<file path="src/rtl/skct_pkg.sv">
package skct_pkg;

  localparam int CAPACITY = 256;
  localparam int IDX_W = (CAPACITY > 1) ? $clog2(CAPACITY) : 1;
  localparam int OCC_W = $clog2(CAPACITY + 1);
  localparam int POS_W = 8;
  localparam int POS_CMP_W = (IDX_W > POS_W) ? IDX_W : POS_W;
  localparam int KEY_W = 32;
  localparam int CNT_W = 32;

  typedef logic signed [KEY_W-1:0] key_t;
  typedef logic [CNT_W-1:0] cnt_t;

  localparam cnt_t CNT_MAX = '1;

  typedef enum logic [1:0] {
    OP_ADD    = 2'd0,
    OP_REMOVE = 2'd1,
    OP_READ   = 2'd2,
    OP_LOOKUP = 2'd3
  } op_e;

  typedef enum logic [1:0] {
    ST_OK        = 2'd0,
    ST_NOT_FOUND = 2'd1,
    ST_FULL      = 2'd2
  } status_e;

  typedef enum logic [1:0] {
    PH_SEARCH = 2'd0,
    PH_INS    = 2'd1,
    PH_DEL    = 2'd2,
    PH_DONE   = 2'd3
  } phase_e;

  typedef struct packed {
    op_e              operation;
    key_t             serial_number;
    logic [POS_W-1:0] position;
  } req_t;

  typedef struct packed {
    status_e status;
    key_t    key_out;
    cnt_t    repeat_count;
  } rsp_t;

  // Operation token that walks down the cell chain, one cell per cycle.
  typedef struct packed {
    logic             act;
    op_e              op;
    phase_e           phase;
    logic             full;
    key_t             key;
    logic [POS_W-1:0] pos;
    key_t             carry_key;
    cnt_t             carry_cnt;
    logic             ins;
    logic             del;
    rsp_t             res;
  } tok_t;

endpackage

</file>
<file path="src/rtl/skct_cell.sv">
module skct_cell import skct_pkg::*; (
  input  logic             clk,
  input  logic             rst,
  input  logic [IDX_W-1:0] index,
  input  logic [OCC_W-1:0] occupancy,
  input  tok_t             tok_in,
  input  key_t             nxt_key,
  input  cnt_t             nxt_cnt,
  output key_t             cell_key,
  output cnt_t             cell_cnt,
  output tok_t             tok_out
);

  logic [OCC_W-1:0] rank;
  logic             vld;
  logic             nxt_vld;
  logic             hit;
  logic             above;
  logic             pos_match;
  cnt_t             cnt_inc;
  key_t             key_next;
  cnt_t             cnt_next;
  tok_t             tok_next;

  // Validity follows from the rank of the cell against the occupancy, which
  // stays fixed while a token is in flight.
  assign rank      = OCC_W'(index);
  assign vld       = rank < occupancy;
  assign nxt_vld   = (rank + OCC_W'(1)) < occupancy;
  assign hit       = vld && (cell_key == tok_in.key);
  assign above     = !vld || (cell_key > tok_in.key);
  assign pos_match = POS_CMP_W'(index) == POS_CMP_W'(tok_in.pos);
  assign cnt_inc   = (cell_cnt == CNT_MAX) ? cell_cnt : cell_cnt + cnt_t'(1);

  always_comb begin
    key_next = cell_key;
    cnt_next = cell_cnt;
    tok_next = tok_in;
    if (tok_in.act) begin
      unique case (tok_in.phase)
        PH_SEARCH: begin
          unique case (tok_in.op)
            OP_ADD: begin
              if (hit) begin
                cnt_next                  = cnt_inc;
                tok_next.res.repeat_count = cnt_inc;
                tok_next.res.status       = ST_OK;
                tok_next.phase            = PH_DONE;
              end else if (above) begin
                if (tok_in.full) begin
                  tok_next.res.status = ST_FULL;
                  tok_next.phase      = PH_DONE;
                end else begin
                  // Insert here and carry the old entry to the right.
                  key_next                  = tok_in.key;
                  cnt_next                  = '0;
                  tok_next.carry_key        = cell_key;
                  tok_next.carry_cnt        = cell_cnt;
                  tok_next.res.status       = ST_OK;
                  tok_next.res.repeat_count = '0;
                  tok_next.ins              = 1'b1;
                  tok_next.phase            = vld ? PH_INS : PH_DONE;
                end
              end
            end
            OP_REMOVE: begin
              if (hit) begin
                tok_next.res.repeat_count = cell_cnt;
                tok_next.res.status       = ST_OK;
                tok_next.del              = 1'b1;
                tok_next.phase            = PH_DEL;
                key_next                  = nxt_key;
                cnt_next                  = nxt_cnt;
              end else if (above) begin
                tok_next.phase = PH_DONE;
              end
            end
            OP_READ: begin
              if (pos_match) begin
                if (vld) begin
                  tok_next.res.key_out      = cell_key;
                  tok_next.res.repeat_count = cell_cnt;
                  tok_next.res.status       = ST_OK;
                end
                tok_next.phase = PH_DONE;
              end
            end
            OP_LOOKUP: begin
              if (hit) begin
                tok_next.res.repeat_count = cell_cnt;
                tok_next.res.status       = ST_OK;
                tok_next.phase            = PH_DONE;
              end else if (above) begin
                tok_next.phase = PH_DONE;
              end
            end
          endcase
        end
        PH_INS: begin
          key_next           = tok_in.carry_key;
          cnt_next           = tok_in.carry_cnt;
          tok_next.carry_key = cell_key;
          tok_next.carry_cnt = cell_cnt;
          if (!vld) begin
            tok_next.phase = PH_DONE;
          end
        end
        PH_DEL: begin
          if (vld) begin
            key_next = nxt_key;
            cnt_next = nxt_cnt;
          end
          if (!nxt_vld) begin
            tok_next.phase = PH_DONE;
          end
        end
        PH_DONE: begin
        end
      endcase
    end
  end

  always_ff @(posedge clk) begin
    cell_key <= key_next;
    cell_cnt <= cnt_next;
  end

  always_ff @(posedge clk) begin
    if (rst) begin
      tok_out.act <= 1'b0;
    end else begin
      tok_out <= tok_next;
    end
  end

endmodule

</file>
<file path="config.mk">
export PLATFORM = sky130hd
export DESIGN_NAME = skct_cell
export DESIGN_NICKNAME = d
export VERILOG_FILES = /design/src/rtl/skct_pkg.sv /design/src/rtl/skct_cell.sv
export SDC_FILE = /design/constraint.sdc
export NUM_CORES = 1
export LEC_CHECK = 0
export BUFFER_PORTS_ARGS = -buffer_cell sky130_fd_sc_hd__buf_2
export CAP_MARGIN = 20
export CORE_AREA = 2 2 197 199
export DETAILED_ROUTE_END_ITERATION = 7
export DIE_AREA = 0 0 199 201
export PLACE_DENSITY = 0.58
export SYNTH_ARGS = -nofsm -noshare
export SYNTH_HDL_FRONTEND = slang
export SYNTH_SLANG_ARGS = --single-unit
</file>
<file path="constraint.sdc">
create_clock -name clk -period 10.25 [get_ports clk]
set_clock_uncertainty 0.15 [all_clocks]
set_input_delay 1.025 -clock clk [delete_from_list [all_inputs] [get_ports clk]]
set_output_delay 1.025 -clock clk [all_outputs]
set_load 0.02 [all_outputs]
</file>
**After elaboration in Yosys (flattened, before gate mapping)**

Index checks and enable logic that the tools add are counted.

- Add/subtract/negate cells: 2
- Multiply operators: 0
- Div/mod/pow operators: 0
- Magnitude comparators: 3
- Eq/ne operators: 16
- Shift operators: 0
- Mux-type cells: 50
- Bitwise logic cells: 0
- Reductions and logical operators: 9

Operators with widths:

| operator | count |
|---|---|
| $mux 32 | 16 |
| $pmux 32 s3 | 3 |
| $mux 65 | 4 |
| $mux 132 | 1 |
| $mux 66 | 2 |
| $pmux 32 s2 | 2 |
| $pmux 64 s2 | 1 |
| $mux 68 | 1 |
| $add 32x1->32 const B | 1 |
| $eq 32x32->1 | 1 |
| $eq 32x32->1 const B | 1 |
| $gt 32x32->1 | 1 |
| $mux 2 | 15 |
| $pmux 2 s4 | 2 |
| $ne 3x3->1 const B | 4 |
| $add 8x1->9 const B | 1 |
| $lt 8x9->1 | 1 |
| $lt 9x9->1 | 1 |
| $eq 8x8->1 | 1 |
| $ne 4x4->1 const B | 2 |
| $reduce_and 8->1 | 1 |
| $reduce_and 7->1 | 1 |
| $eq 2x2->1 const B | 3 |
| $pmux 2 s3 | 1 |
| 11 further kinds | 13 |

- Flip-flop bits (word level): 242
- Latch bits: 0
- Memory bits (writable): 0
- Bits in read-only memories: 0
- Input port bits: 261
- Output and inout bits: 242
- Memories: 0

**Longest topological paths before layout**

Gate-level depths: netlist of the first run.

- Depth in word-level cells: 8
- Mapped depth: 13
- Mapped depth without buffers: 10

**Worst setup path after synthesis of the first run**

OpenSTA, ideal clock, no wires.

- Kind: input to register
- Start: input port tok_in[171] in the netlist's numbering
- End: register cell_key[0], enable pin
- Library setup time: 0.441 ns
- Arrival time: 4.565 ns
- Slack: 5.094 ns
- Stages: 10
- Path buffers: 2
- Path through: inv_1 > ha_1 > nand4_1 > or4_4 > nor4_4 > buf_6 > and2_1 > clkbuf_1 > nand2_1 > a31oi_1

- Word-level cells in the longest chain between the ends: 4

Ends and longest elaborated chain:

| what | line | text |
|---|---|---|
| from (decl) | skct_cell.sv:6 | `input tok_t tok_in,` |
| $gt 32x32->1 or $eq 32x32->1 (tied branches) | skct_cell.sv:31, skct_cell.sv:30 |  |
| $logic_or 1x1->1 or $logic_and 1x1->1 (tied branches) | skct_cell.sv:31, skct_cell.sv:30 |  |
| $ne 3x3->1 (no source line) | -- |  |
| $reduce_and 8->1 (no source line) * | -- |  |
| to (signal assigned) | skct_cell.sv:124 | `cell_key <= key_next;` |
| to (decl) | skct_cell.sv:9 | `output key_t cell_key,` |

Every way passes the cells marked *; elsewhere a longest branch is shown, timed or not.
A chain may end at the register's enable or synchronous reset.

==> results of run 1 <==
## power by group
group	leakage (nW)	internal, W	switching [W]
Sequential	2.35	0.00119	0.0000539
Combinational	4.12	0.000184	0.000321
Clock	0.465	0.000608	0.000429
## critical path: stages
cell	delay [ns]
buf_2	0.09
inv_1	0.09
ha_1	0.35
nand4_1	0.14
or4_4	0.55
nor2_1	0.19
o41a_1	0.21
o22ai_1	0.17
o21ai_2	0.37
nand2_4	0.57
a32o_1	0.49
## cell type report
type | instances | area share [%]
Sequential cell | 242 | 42.2
Tap cell | 518 | 3.76
Antenna cell | 10 | 0.145
Inverter | 69 | 1.55
Multi-Input combinational cell | 723 | 31.9
Timing Repair Buffer | 511 | 15.0
Clock inverter | 11 | 0.698
Clock buffer | 42 | 4.79
## cell families (layout without fill, tap and decap cells)
kind of cell,count (synthesis),in the layout,synth area share [%]
buffers and inverters,157,633,4.83
multiplexers,35,35,2.99
flip-flops,242,242,54.6
other,0,10,0
adder cells (fa/ha/maj),54,54,5.09
XOR/XNOR,43,43,2.84
AO/OA/AOI/OAI,398,398,22.1
AND/OR/NAND/NOR,193,193,7.57
## stage by stage
step                      hold WS (ns)  worst slack [ns]  power, W
after detailed placement         0.488              5.45   0.00177
after global placement           0.479              5.51   0.00176
after CTS                        0.460              6.04   0.00281
final                            0.493              6.09   0.00278
after floorplan                  0.573              5.09   0.00154
after global routing             0.463              5.84   0.00289
## cells in the mapped netlist, types with 31 or more instances
| master | count |
|---|---|
| a211oi_1 | 36 |
| nor2_1 | 58 |
| mux2_2 | 31 |
| xnor2_1 | 33 |
| clkbuf_1 | 58 |
| nand2_1 | 32 |
| edfxtp_1 | 241 |
| a32o_1 | 65 |
| a22oi_1 | 79 |
| o21ai_0 | 35 |
| ha_1 | 54 |
| a21oi_1 | 95 |
| a221oi_1 | 32 |
| inv_1 | 69 |
## state kept, by name (all words and copies together) (netlist names)
| signal | count |
|---|---|
| cell_key | 32 |
| tok_out | 178 |
| cell_cnt | 32 |
## path summary, 6_finish.rpt
check,cells past startpoint,endpoint,slack (ns)
worst min-delay path,1,tok_out[144]$_DFFE_PN_,0.49
worst min register to register,1,tok_out[104]$_DFFE_PN_,0.50
worst max register to register,9,tok_out[99]$_DFFE_PN_,6.21
worst max-delay path,11,tok_out[99]$_DFFE_PN_,6.09
## routing by layer
layer | wire length (um) | part of all wire (%) | vias up | global-route usage [%]
met3 | 4390 | 8.7 | 102 | 5.58
li1 | - | - | 5425 | -
met5 | 73 | 0.14 | - | 0
met1 | 19400 | 38 | 5720 | 30.0
met4 | 1540 | 3.1 | 10 | 7.73
met2 | 25000 | 50 | 583 | 41.8
==> results.json, run 1 <==
{
  "maxSlewHeadroom_pct": 30.6,
  "fmax_mhz": 240,
  "path_clk_slew_ns": 0.06,
  "slew_viol_final": 0,
  "start_util_pct": 34.9,
  "placed_area_um2": 16200,
  "vias": 11800,
  "drc": 0,
  "wire_per_inst_um": 23.7,
  "die_w_um": 199,
  "register_area_um2": 7260,
  "p_per_area_nw_per_um2": 162,
  "yosysWarnings": 0,
  "firstDrtPassIters": 5,
  "end_kind": "register",
  "synth_area_leaders": "edfxtp_1, ha_1, a32o_1",
  "hp-class": "primary input to register",
  "dp_hpwl_um": 35100,
  "area_delta_synth_final_pct": 29.6,
  "routed_wirelength_um": 50400,
  "vias_per_cell": 5.57,
  "nFillCells": 3625,
  "finalCriticalPeriod_ns": 4.16,
  "p_leak_nw": 6.93,
  "synth_top_area_share_pct": 54.5,
  "ys_ff_latch": 242,
  "core.rowCount": 72,
  "finalHoldViolations": 0,
  "setup_violations": 0,
  "root_buffer": "clkbuf_16",
  "cts_tree": "built",
  "io_pins": 503,
  "place.gp.congestion": 0.826,
  "critPathArrivalTime_ns": 4.32,
  "drtIter0Drc": 867,
  "syn_area_um2": 13300,
  "fin_setup_tns_ns": 0,
  "placed_cells": 2063,
  "tightest_slew_ns": 1.04,
  "finish.utilization_pct": 45.2,
  "synth_fp_nets": 1437,
  "grt_pass1_vias": 11700,
  "r2r_start": "cell_key[30]$_DFFE_PP_",
  "final_area_um2": 17200,
  "avgSynthCellArea_um2": 11.8,
  "fp.dieArea_um2": 40000,
  "synth-async-reset-ratio_pct": 0,
  "critPathKind": "primary input to register",
  "hp-start": "tok_in[144]",
  "clock-sinks": 242,
  "layout_common_cells": "buf_2, edfxtp_1, a21oi_1, a22oi_1, inv_1",
  "crit_fanout": 65,
  "io_buffers": 502,
  "critPathLaunchType": "primary input",
  "ys_seq_area_share_pct": 54.6,
  "rsz0062_at_grt": "no",
  "hold_buffers": 0,
  "synth.distinct_cells": 67,
  "layoutNonFillerInstCount": 2126,
  "grt_pass1_wl_um": 73800,
  "cts.repair.resized": 0,
  "globalRouteOverflowTotal": 0,
  "drive_gt1_share_pct": 38.0,
  "grt_usage_pct": 24.3,
  "synth_top_area_cell": "edfxtp_1",
  "status": "finished clean",
  "fin_crit_sh_pct": 40.6,
  "grt_max_degree": 113,
  "post_cts.repair.setup_buffers": 0,
  "final_net_count": 1891,
  "antenna_found_initial": 15,
  "ir_drop_mv": 0.119,
  "clk_latency_ns": 0.57,
  "htreeDepth": 1,
  "synth_ff_type": "edfxtp_1",
  "critPathRequiredTime_ns": 10.41,
  "cp-startpoint": "tok_in[170]",
  "multi_input_area_um2": 5490,
  "die_h_um": 201,
  "cts.path.max_buffers": 3,
  "cts-buffers-inserted": 29,
  "core_area_um2": 38100,
  "final_common_cell": "buf_2",
  "maxCapViolCount": 0,
  "synth_edf_count": 241,
  "final_antenna_net_count": 0,
  "synth_cells": 1122
}
Note: power is estimated with default switching activity, not from simulation.
==> inputs of run 2 (changes only) <==
Clock period 10.25 ns to 4.2 ns, I/O delays scaled along.
==> run 2 against run 1 <==
Compared with the run above: global-route usage rose by 0.87 points; sequential share of layout area shrank 2.1 points; largest power group unchanged; cell area increased by 5.2%; highest routed layer unchanged.
==> results.json, run 2 (same netlist as run 1, synthesis figures left out) <==
{
  "slew_viol_final": 0,
  "htreeDepth": 1,
  "layoutNonFillerInstCount": 2214,
  "final_common_cell": "buf_2",
  "core.rowCount": 72,
  "wire_per_inst_um": 23.6,
  "cts.path.max_buffers": 3,
  "top_register": "tok_out",
  "multi_input_area_um2": 5490,
  "critPathLaunchType": "primary input",
  "hp-class": "primary input to register",
  "maxSlewHeadroom_pct": 27.7,
  "die_w_um": 199,
  "drc": 0,
  "drive_gt1_share_pct": 36.8,
  "final_net_count": 1983,
  "whs_endpoint": "tok_out[18]$_DFFE_PN_",
  "grt_usage_pct": 25.2,
  "clk_latency_ns": 0.57,
  "reg_top3": "tok_out: 178 flops, cell_cnt: 32 flops, cell_key: 32 flops",
  "final_area_um2": 18100,
  "finalCriticalPeriod_ns": 3.84,
  "end_kind": "register",
  "setup_violations": 0,
  "tightest_slew_ns": 1.08,
  "maxCapViolCount": 0,
  "register_area_um2": 7260,
  "fin_crit_sh_pct": 91.3,
  "dp_hpwl_um": 36400,
  "crit_fanout": 64,
  "placed_cells": 2080,
  "hp-start": "tok_in[18]",
  "place.gp.congestion": 0.859,
  "io_buffers": 502,
  "area_delta_synth_final_pct": 36.4,
  "grt_max_degree": 178,
  "grt_pass1_wl_um": 76700,
  "vias": 12300,
  "rsz0062_at_grt": "no",
  "routed_wirelength_um": 52200,
  "clock-sinks": 242,
  "status": "finished clean",
  "p_leak_nw": 7.32,
  "core_area_um2": 38100,
  "fp.dieArea_um2": 40000,
  "antenna_found_initial": 10,
  "finalHoldViolations": 0,
  "critPathKind": "primary input to register",
  "r2r_end": "tok_out[100]$_DFFE_PN_",
  "fmax_mhz": 261,
  "path_clk_slew_ns": 0.06,
  "post_cts.repair.setup_buffers": 0,
  "vias_per_cell": 5.56,
  "layout_common_cells": "buf_2, edfxtp_1, a21oi_1, a22oi_1, dlygate4sd3_1",
  "drtIter0Drc": 876,
  "holdPathStages": 2,
  "placed_area_um2": 16500,
  "start_util_pct": 34.9,
  "root_buffer": "clkbuf_16",
  "reg2reg_depth": 9,
  "p_per_area_nw_per_um2": 375,
  "cts_tree": "built",
  "fin_setup_tns_ns": 0,
  "grt_pass1_vias": 12200,
  "r2r_start": "cell_key[31]$_DFFE_PP_",
  "ir_drop_mv": 0.344,
  "cts-buffers-inserted": 29,
  "firstDrtPassIters": 7,
  "rrSetupSlack_ns": 0.46,
  "critPathRequiredTime_ns": 4.47,
  "critPathArrivalTime_ns": 4.11,
  "largest_reg_flops": 178,
  "io_pins": 503,
  "globalRouteOverflowTotal": 0,
  "die_h_um": 201,
  "nFillCells": 3587,
  "final_antenna_net_count": 0
}
[run 2: critical path, stage by stage]
cell and delay [ns]:
dlygate4sd3_1 0.52, buf_2 0.12, inv_1 0.06, ha_1 0.37, nand4_1 0.17, or4_4 0.55
nor2_1 0.19, o41a_1 0.18, o22ai_1 0.16, o21ai_2 0.34, a22o_4 0.74, a32o_1 0.24
[run 2: layout make-up]
class | count | area share, %
clock inverters | 16 | 0.746
flip-flops and latches | 242 | 40.1
well taps | 518 | 3.58
clock buffers | 37 | 4.17
diodes | 6 | 0.0829
multi-input cells | 723 | 30.3
repair buffers | 603 | 19.6
inverters | 69 | 1.45
[run 2: metal layers]
layer / GRT usage, % / routed length [um]
met1: 30.5 / 20100
met2: 43.5 / 25700
met3: 5.93 / 4820
met4: 8.80 / 1580
met5: 0 / 42
[run 2: how the worst max path moves through the flow]
stage,from,endpoint,slack [ns],depth (start not counted)
finish,tok_in[171],tok_out[100]$_DFFE_PN_,0.36,12
global route,tok_in[171],tok_out[124]$_DFFE_PN_,0.20,12
CTS,tok_in[171],tok_out[100]$_DFFE_PN_,0.33,12
detailed placement,tok_in[171],tok_out[112]$_DFFE_PN_,0.28,11
global placement,tok_in[171],tok_out[100]$_DFFE_PN_,0.42,11
floorplan,cell_key[31]$_DFFE_PP_,cell_key[0]$_DFFE_PP_,0.18,9
[run 2: through the flow]
stage / setup slack, ns / hold WS [ns] / power (W) / utilization [%]
after CTS: 0.334 / 0.00492 / 0.00684 / 47.5
after detailed placement: 0.280 / 0.464 / 0.00433 / 43.2
final: 0.365 / 0.0270 / 0.00678 / 47.5
after floorplan: 0.183 / 0.342 / 0.00377 / -
after global routing: 0.201 / 0.0149 / 0.00705 / 47.5
after global placement: 0.420 / 0.444 / 0.00431 / 43.2
[run 2: repair_timing]
item                                    CTS  global route
endpoints found under the setup margin    0             0
hold buffers                             75             0
hold endpoints to repair                 75             0
gates resized for setup                   0             0
[run 2: report_power, final]
group	internal [W]	total, W	switching (W)
registers	0.00290	0.00303	0.000130
logic	0.000505	0.00131	0.000804
clock network	0.00139	0.00245	0.00106
==> inputs of run 3 (changes only) <==
Settings changed: BUFFER_PORTS_ARGS -buffer_cell sky130_fd_sc_hd__buf_2 to -buffer_cell sky130_fd_sc_hd__buf_4, CORE_AREA 2 2 197 199 to unset, CORE_ASPECT_RATIO set to 0.7, CORE_MARGIN set to 2, CORE_UTILIZATION set to 40, DIE_AREA 0 0 199 201 to unset, PLACE_DENSITY 0.58 to 0.65.
Clock period 4.2 ns to 3.6 ns, I/O delays scaled along.
==> run 3 against run 2 <==
Compared with the run above: the flow now finishes with violations (design-rule violations); core utilization up 15 points; clock-buffer cell count decreased by 5; global-route usage up 4.5 points; cell area increased by 13%; sequential cell count did not move; register-to-register slack got worse by 0.25 ns; cell count rose by 1.3%; highest routed layer is now met4.
==> results.json, run 3 (same netlist as run 1, synthesis figures left out) <==
{
  "status": "complete, but fails checks",
  "violations": "design-rule violations",
  "clkPwrFrac_pct": 33.7,
  "fmax_mhz": 291,
  "placed_cells": 2023,
  "io_pins": 503,
  "finalCriticalPeriod_ns": 3.43,
  "drc": 24,
  "hp-class": "primary input to register",
  "fin_setup_tns_ns": 0,
  "crit_family": "simple AND/OR/NAND/NOR gates",
  "grt_max_degree": 57,
  "die_w_um": 222,
  "io_buffers": 502,
  "cpPeakStageDelay_ns": 0.57,
  "tightest_slew_ns": 0.803,
  "p_per_area_nw_per_um2": 400,
  "clock-sinks": 242,
  "cts-buffers-inserted": 27,
  "ir_drop_mv": 0.367,
  "dp_hpwl_um": 37100,
  "cp-startpoint": "tok_in[162]",
  "place.gp.congestion": 0.870,
  "p_sw_w": 0.00233,
  "firstDrtPassIters": 8,
  "wire_per_inst_um": 24.1,
  "final_net_count": 2111,
  "crit_path_end": "cell_cnt[18]$_DFFE_PP_",
  "vias": 13100,
  "power.share.sequential_pct": 43.1,
  "r2r_end": "cell_cnt[18]$_DFFE_PP_",
  "layoutNonFillerInstCount": 2243,
  "grt_usage_pct": 29.7,
  "critPathRequiredTime_ns": 3.68,
  "cts.path.max_buffers": 3,
  "drive_gt1_share_pct": 36.2,
  "reg_top3": "tok_out: 178 flops, cell_cnt: 32 flops, cell_key: 32 flops",
  "fin_crit_sh_pct": 95.3,
  "core.rowCount": 55,
  "end_kind": "register",
  "critPathArrivalTime_ns": 3.52,
  "grt_pass1_vias": 12900,
  "slew_viol_final": 0,
  "reg2reg_depth": 10,
  "finalHoldViolations": 0,
  "layout_common_cells": "buf_4, edfxtp_1, dlygate4sd3_1, a21oi_1, a22oi_1",
  "nFillCells": 2523,
  "routed_wirelength_um": 54000,
  "maxCapViolCount": 0,
  "crit_fanout": 32,
  "start_util_pct": 40.9,
  "core_area_um2": 32500,
  "crit_slowest_cell": "or4_4",
  "rrSetupSlack_ns": 0.21,
  "htreeDepth": 1,
  "maxSlewHeadroom_pct": 46.4,
  "root_buffer": "clkbuf_16",
  "setup_violations": 0,
  "final_common_cell": "buf_4",
  "p_leak_nw": 8.29,
  "cp_cell_sequence": "dlygate4sd3_1 -> buf_4 -> inv_1 -> ha_1 -> nand3_1 -> or4_4 -> nor2_1 -> o41a_1 -> o22ai_2 -> o21ai_4 -> nand2_1 -> a31oi_4 -> buf_12",
  "fp.dieArea_um2": 34700,
  "path_depth": 13,
  "rsz0062_at_grt": "no",
  "clk_latency_ns": 0.56,
  "critPathKind": "primary input to register",
  "die_h_um": 156,
  "top_register": "tok_out",
  "combinationalPowerShare_pct": 23.1,
  "antenna_found_initial": 2,
  "crit_buf_inv": 4,
  "path_clk_slew_ns": 0.06,
  "r2r_start": "cell_key[7]$_DFFE_PP_",
  "drtIter0Drc": 1314,
  "final_antenna_net_count": 0,
  "intPower_w": 0.00585,
  "p_sw_share_pct": 28.5,
  "largest_reg_flops": 178,
  "grt_pass1_wl_um": 78900,
  "vias_per_cell": 5.86,
  "critPathLaunchType": "primary input",
  "cts_tree": "built",
  "globalRouteOverflowTotal": 0,
  "area_delta_synth_final_pct": 53.9
}
## run 3: how the worst min path moves through the flow
stage | startpoint | cells past startpoint | endpoint | slack, ns
global route | tok_in[79] | 2 | tok_out[79]$_DFFE_PN_ | 0.02
detailed placement | tok_in[150] | 1 | tok_out[150]$_DFFE_PN_ | 0.40
global placement | tok_in[155] | 1 | tok_out[155]$_DFFE_PN_ | 0.40
finish | tok_in[11] | 3 | tok_out[11]$_DFFE_PN_ | 0.02
floorplan | rst | 1 | tok_out[177]$_SDFF_PP0_ | 0.28
CTS | tok_in[79] | 2 | tok_out[79]$_DFFE_PN_ | 0.0008
## run 3: metrics by stage
step           utilization [%]  cell area (um^2)  power, W  hold slack (ns)  setup slack [ns]
2_1_floorplan                -             13300   0.00440            0.282            0.0125
3_3_place_gp              55.0             17900   0.00526            0.399             0.147
3_5_place_dp              55.0             17900   0.00528            0.399            0.0763
4_1_cts                   62.8             20400   0.00817         0.000791            0.0908
5_1_grt                   62.9             20400   0.00845           0.0160            0.0239
6_report                  62.9             20400   0.00817           0.0209             0.168
## run 3: cell type report
| class | instances | area, um^2 | area share [%] |
|---|---|---|---|
| clock buffer | 32 | 694 | 3.40 |
| sequential | 242 | 7260 | 35.5 |
| antenna | 2 | 5.00 | 0.0245 |
| clock inverter | 15 | 149 | 0.728 |
| timing repair buffer | 733 | 6040 | 29.5 |
| inverter | 69 | 263 | 1.29 |
| tap | 427 | 534 | 2.61 |
| multi-input combinational | 723 | 5500 | 26.9 |
## run 3: metal layers
layer,wire (um),vias to the layer above,track usage (%)
li1,-,5836,-
met1,22800,6406,41.1
met2,24600,784,47.1
met3,4820,118,5.95
met4,1820,0,9.43
met5,0,-,0
## run 3: timing repair
| item | 4_1_cts | 5_1_grt |
|---|---|---|
| buffers inserted | 0 | 2 |
| endpoints found under the hold margin | 168 | 0 |
| gates resized for setup | 0 | 2 |
| hold buffers | 169 | 0 |
| endpoints found under the setup margin | 0 | 131 |
## run 3: power groups by stage
stage | clock network (W) | registers (W) | logic [W]
3_5_place_dp | 0 | 0.00358 | 0.00170
2_1_floorplan | 0 | 0.00382 | 0.000573
3_3_place_gp | 0 | 0.00358 | 0.00168
4_1_cts | 0.00278 | 0.00352 | 0.00186
5_1_grt | 0.00289 | 0.00355 | 0.00201
6_report | 0.00276 | 0.00353 | 0.00189
## run 3: worst register-to-register path, stage by stage, from the launching register on
cell and delay (ns):
edfxtp_1 0.45, ha_1 0.36, nand4_1 0.23, or3_1 0.50, a21oi_1 0.15, o41a_1 0.18
o22ai_2 0.12, o21ai_4 0.27, nand2_1 0.17, a31oi_4 0.24, buf_12 0.25
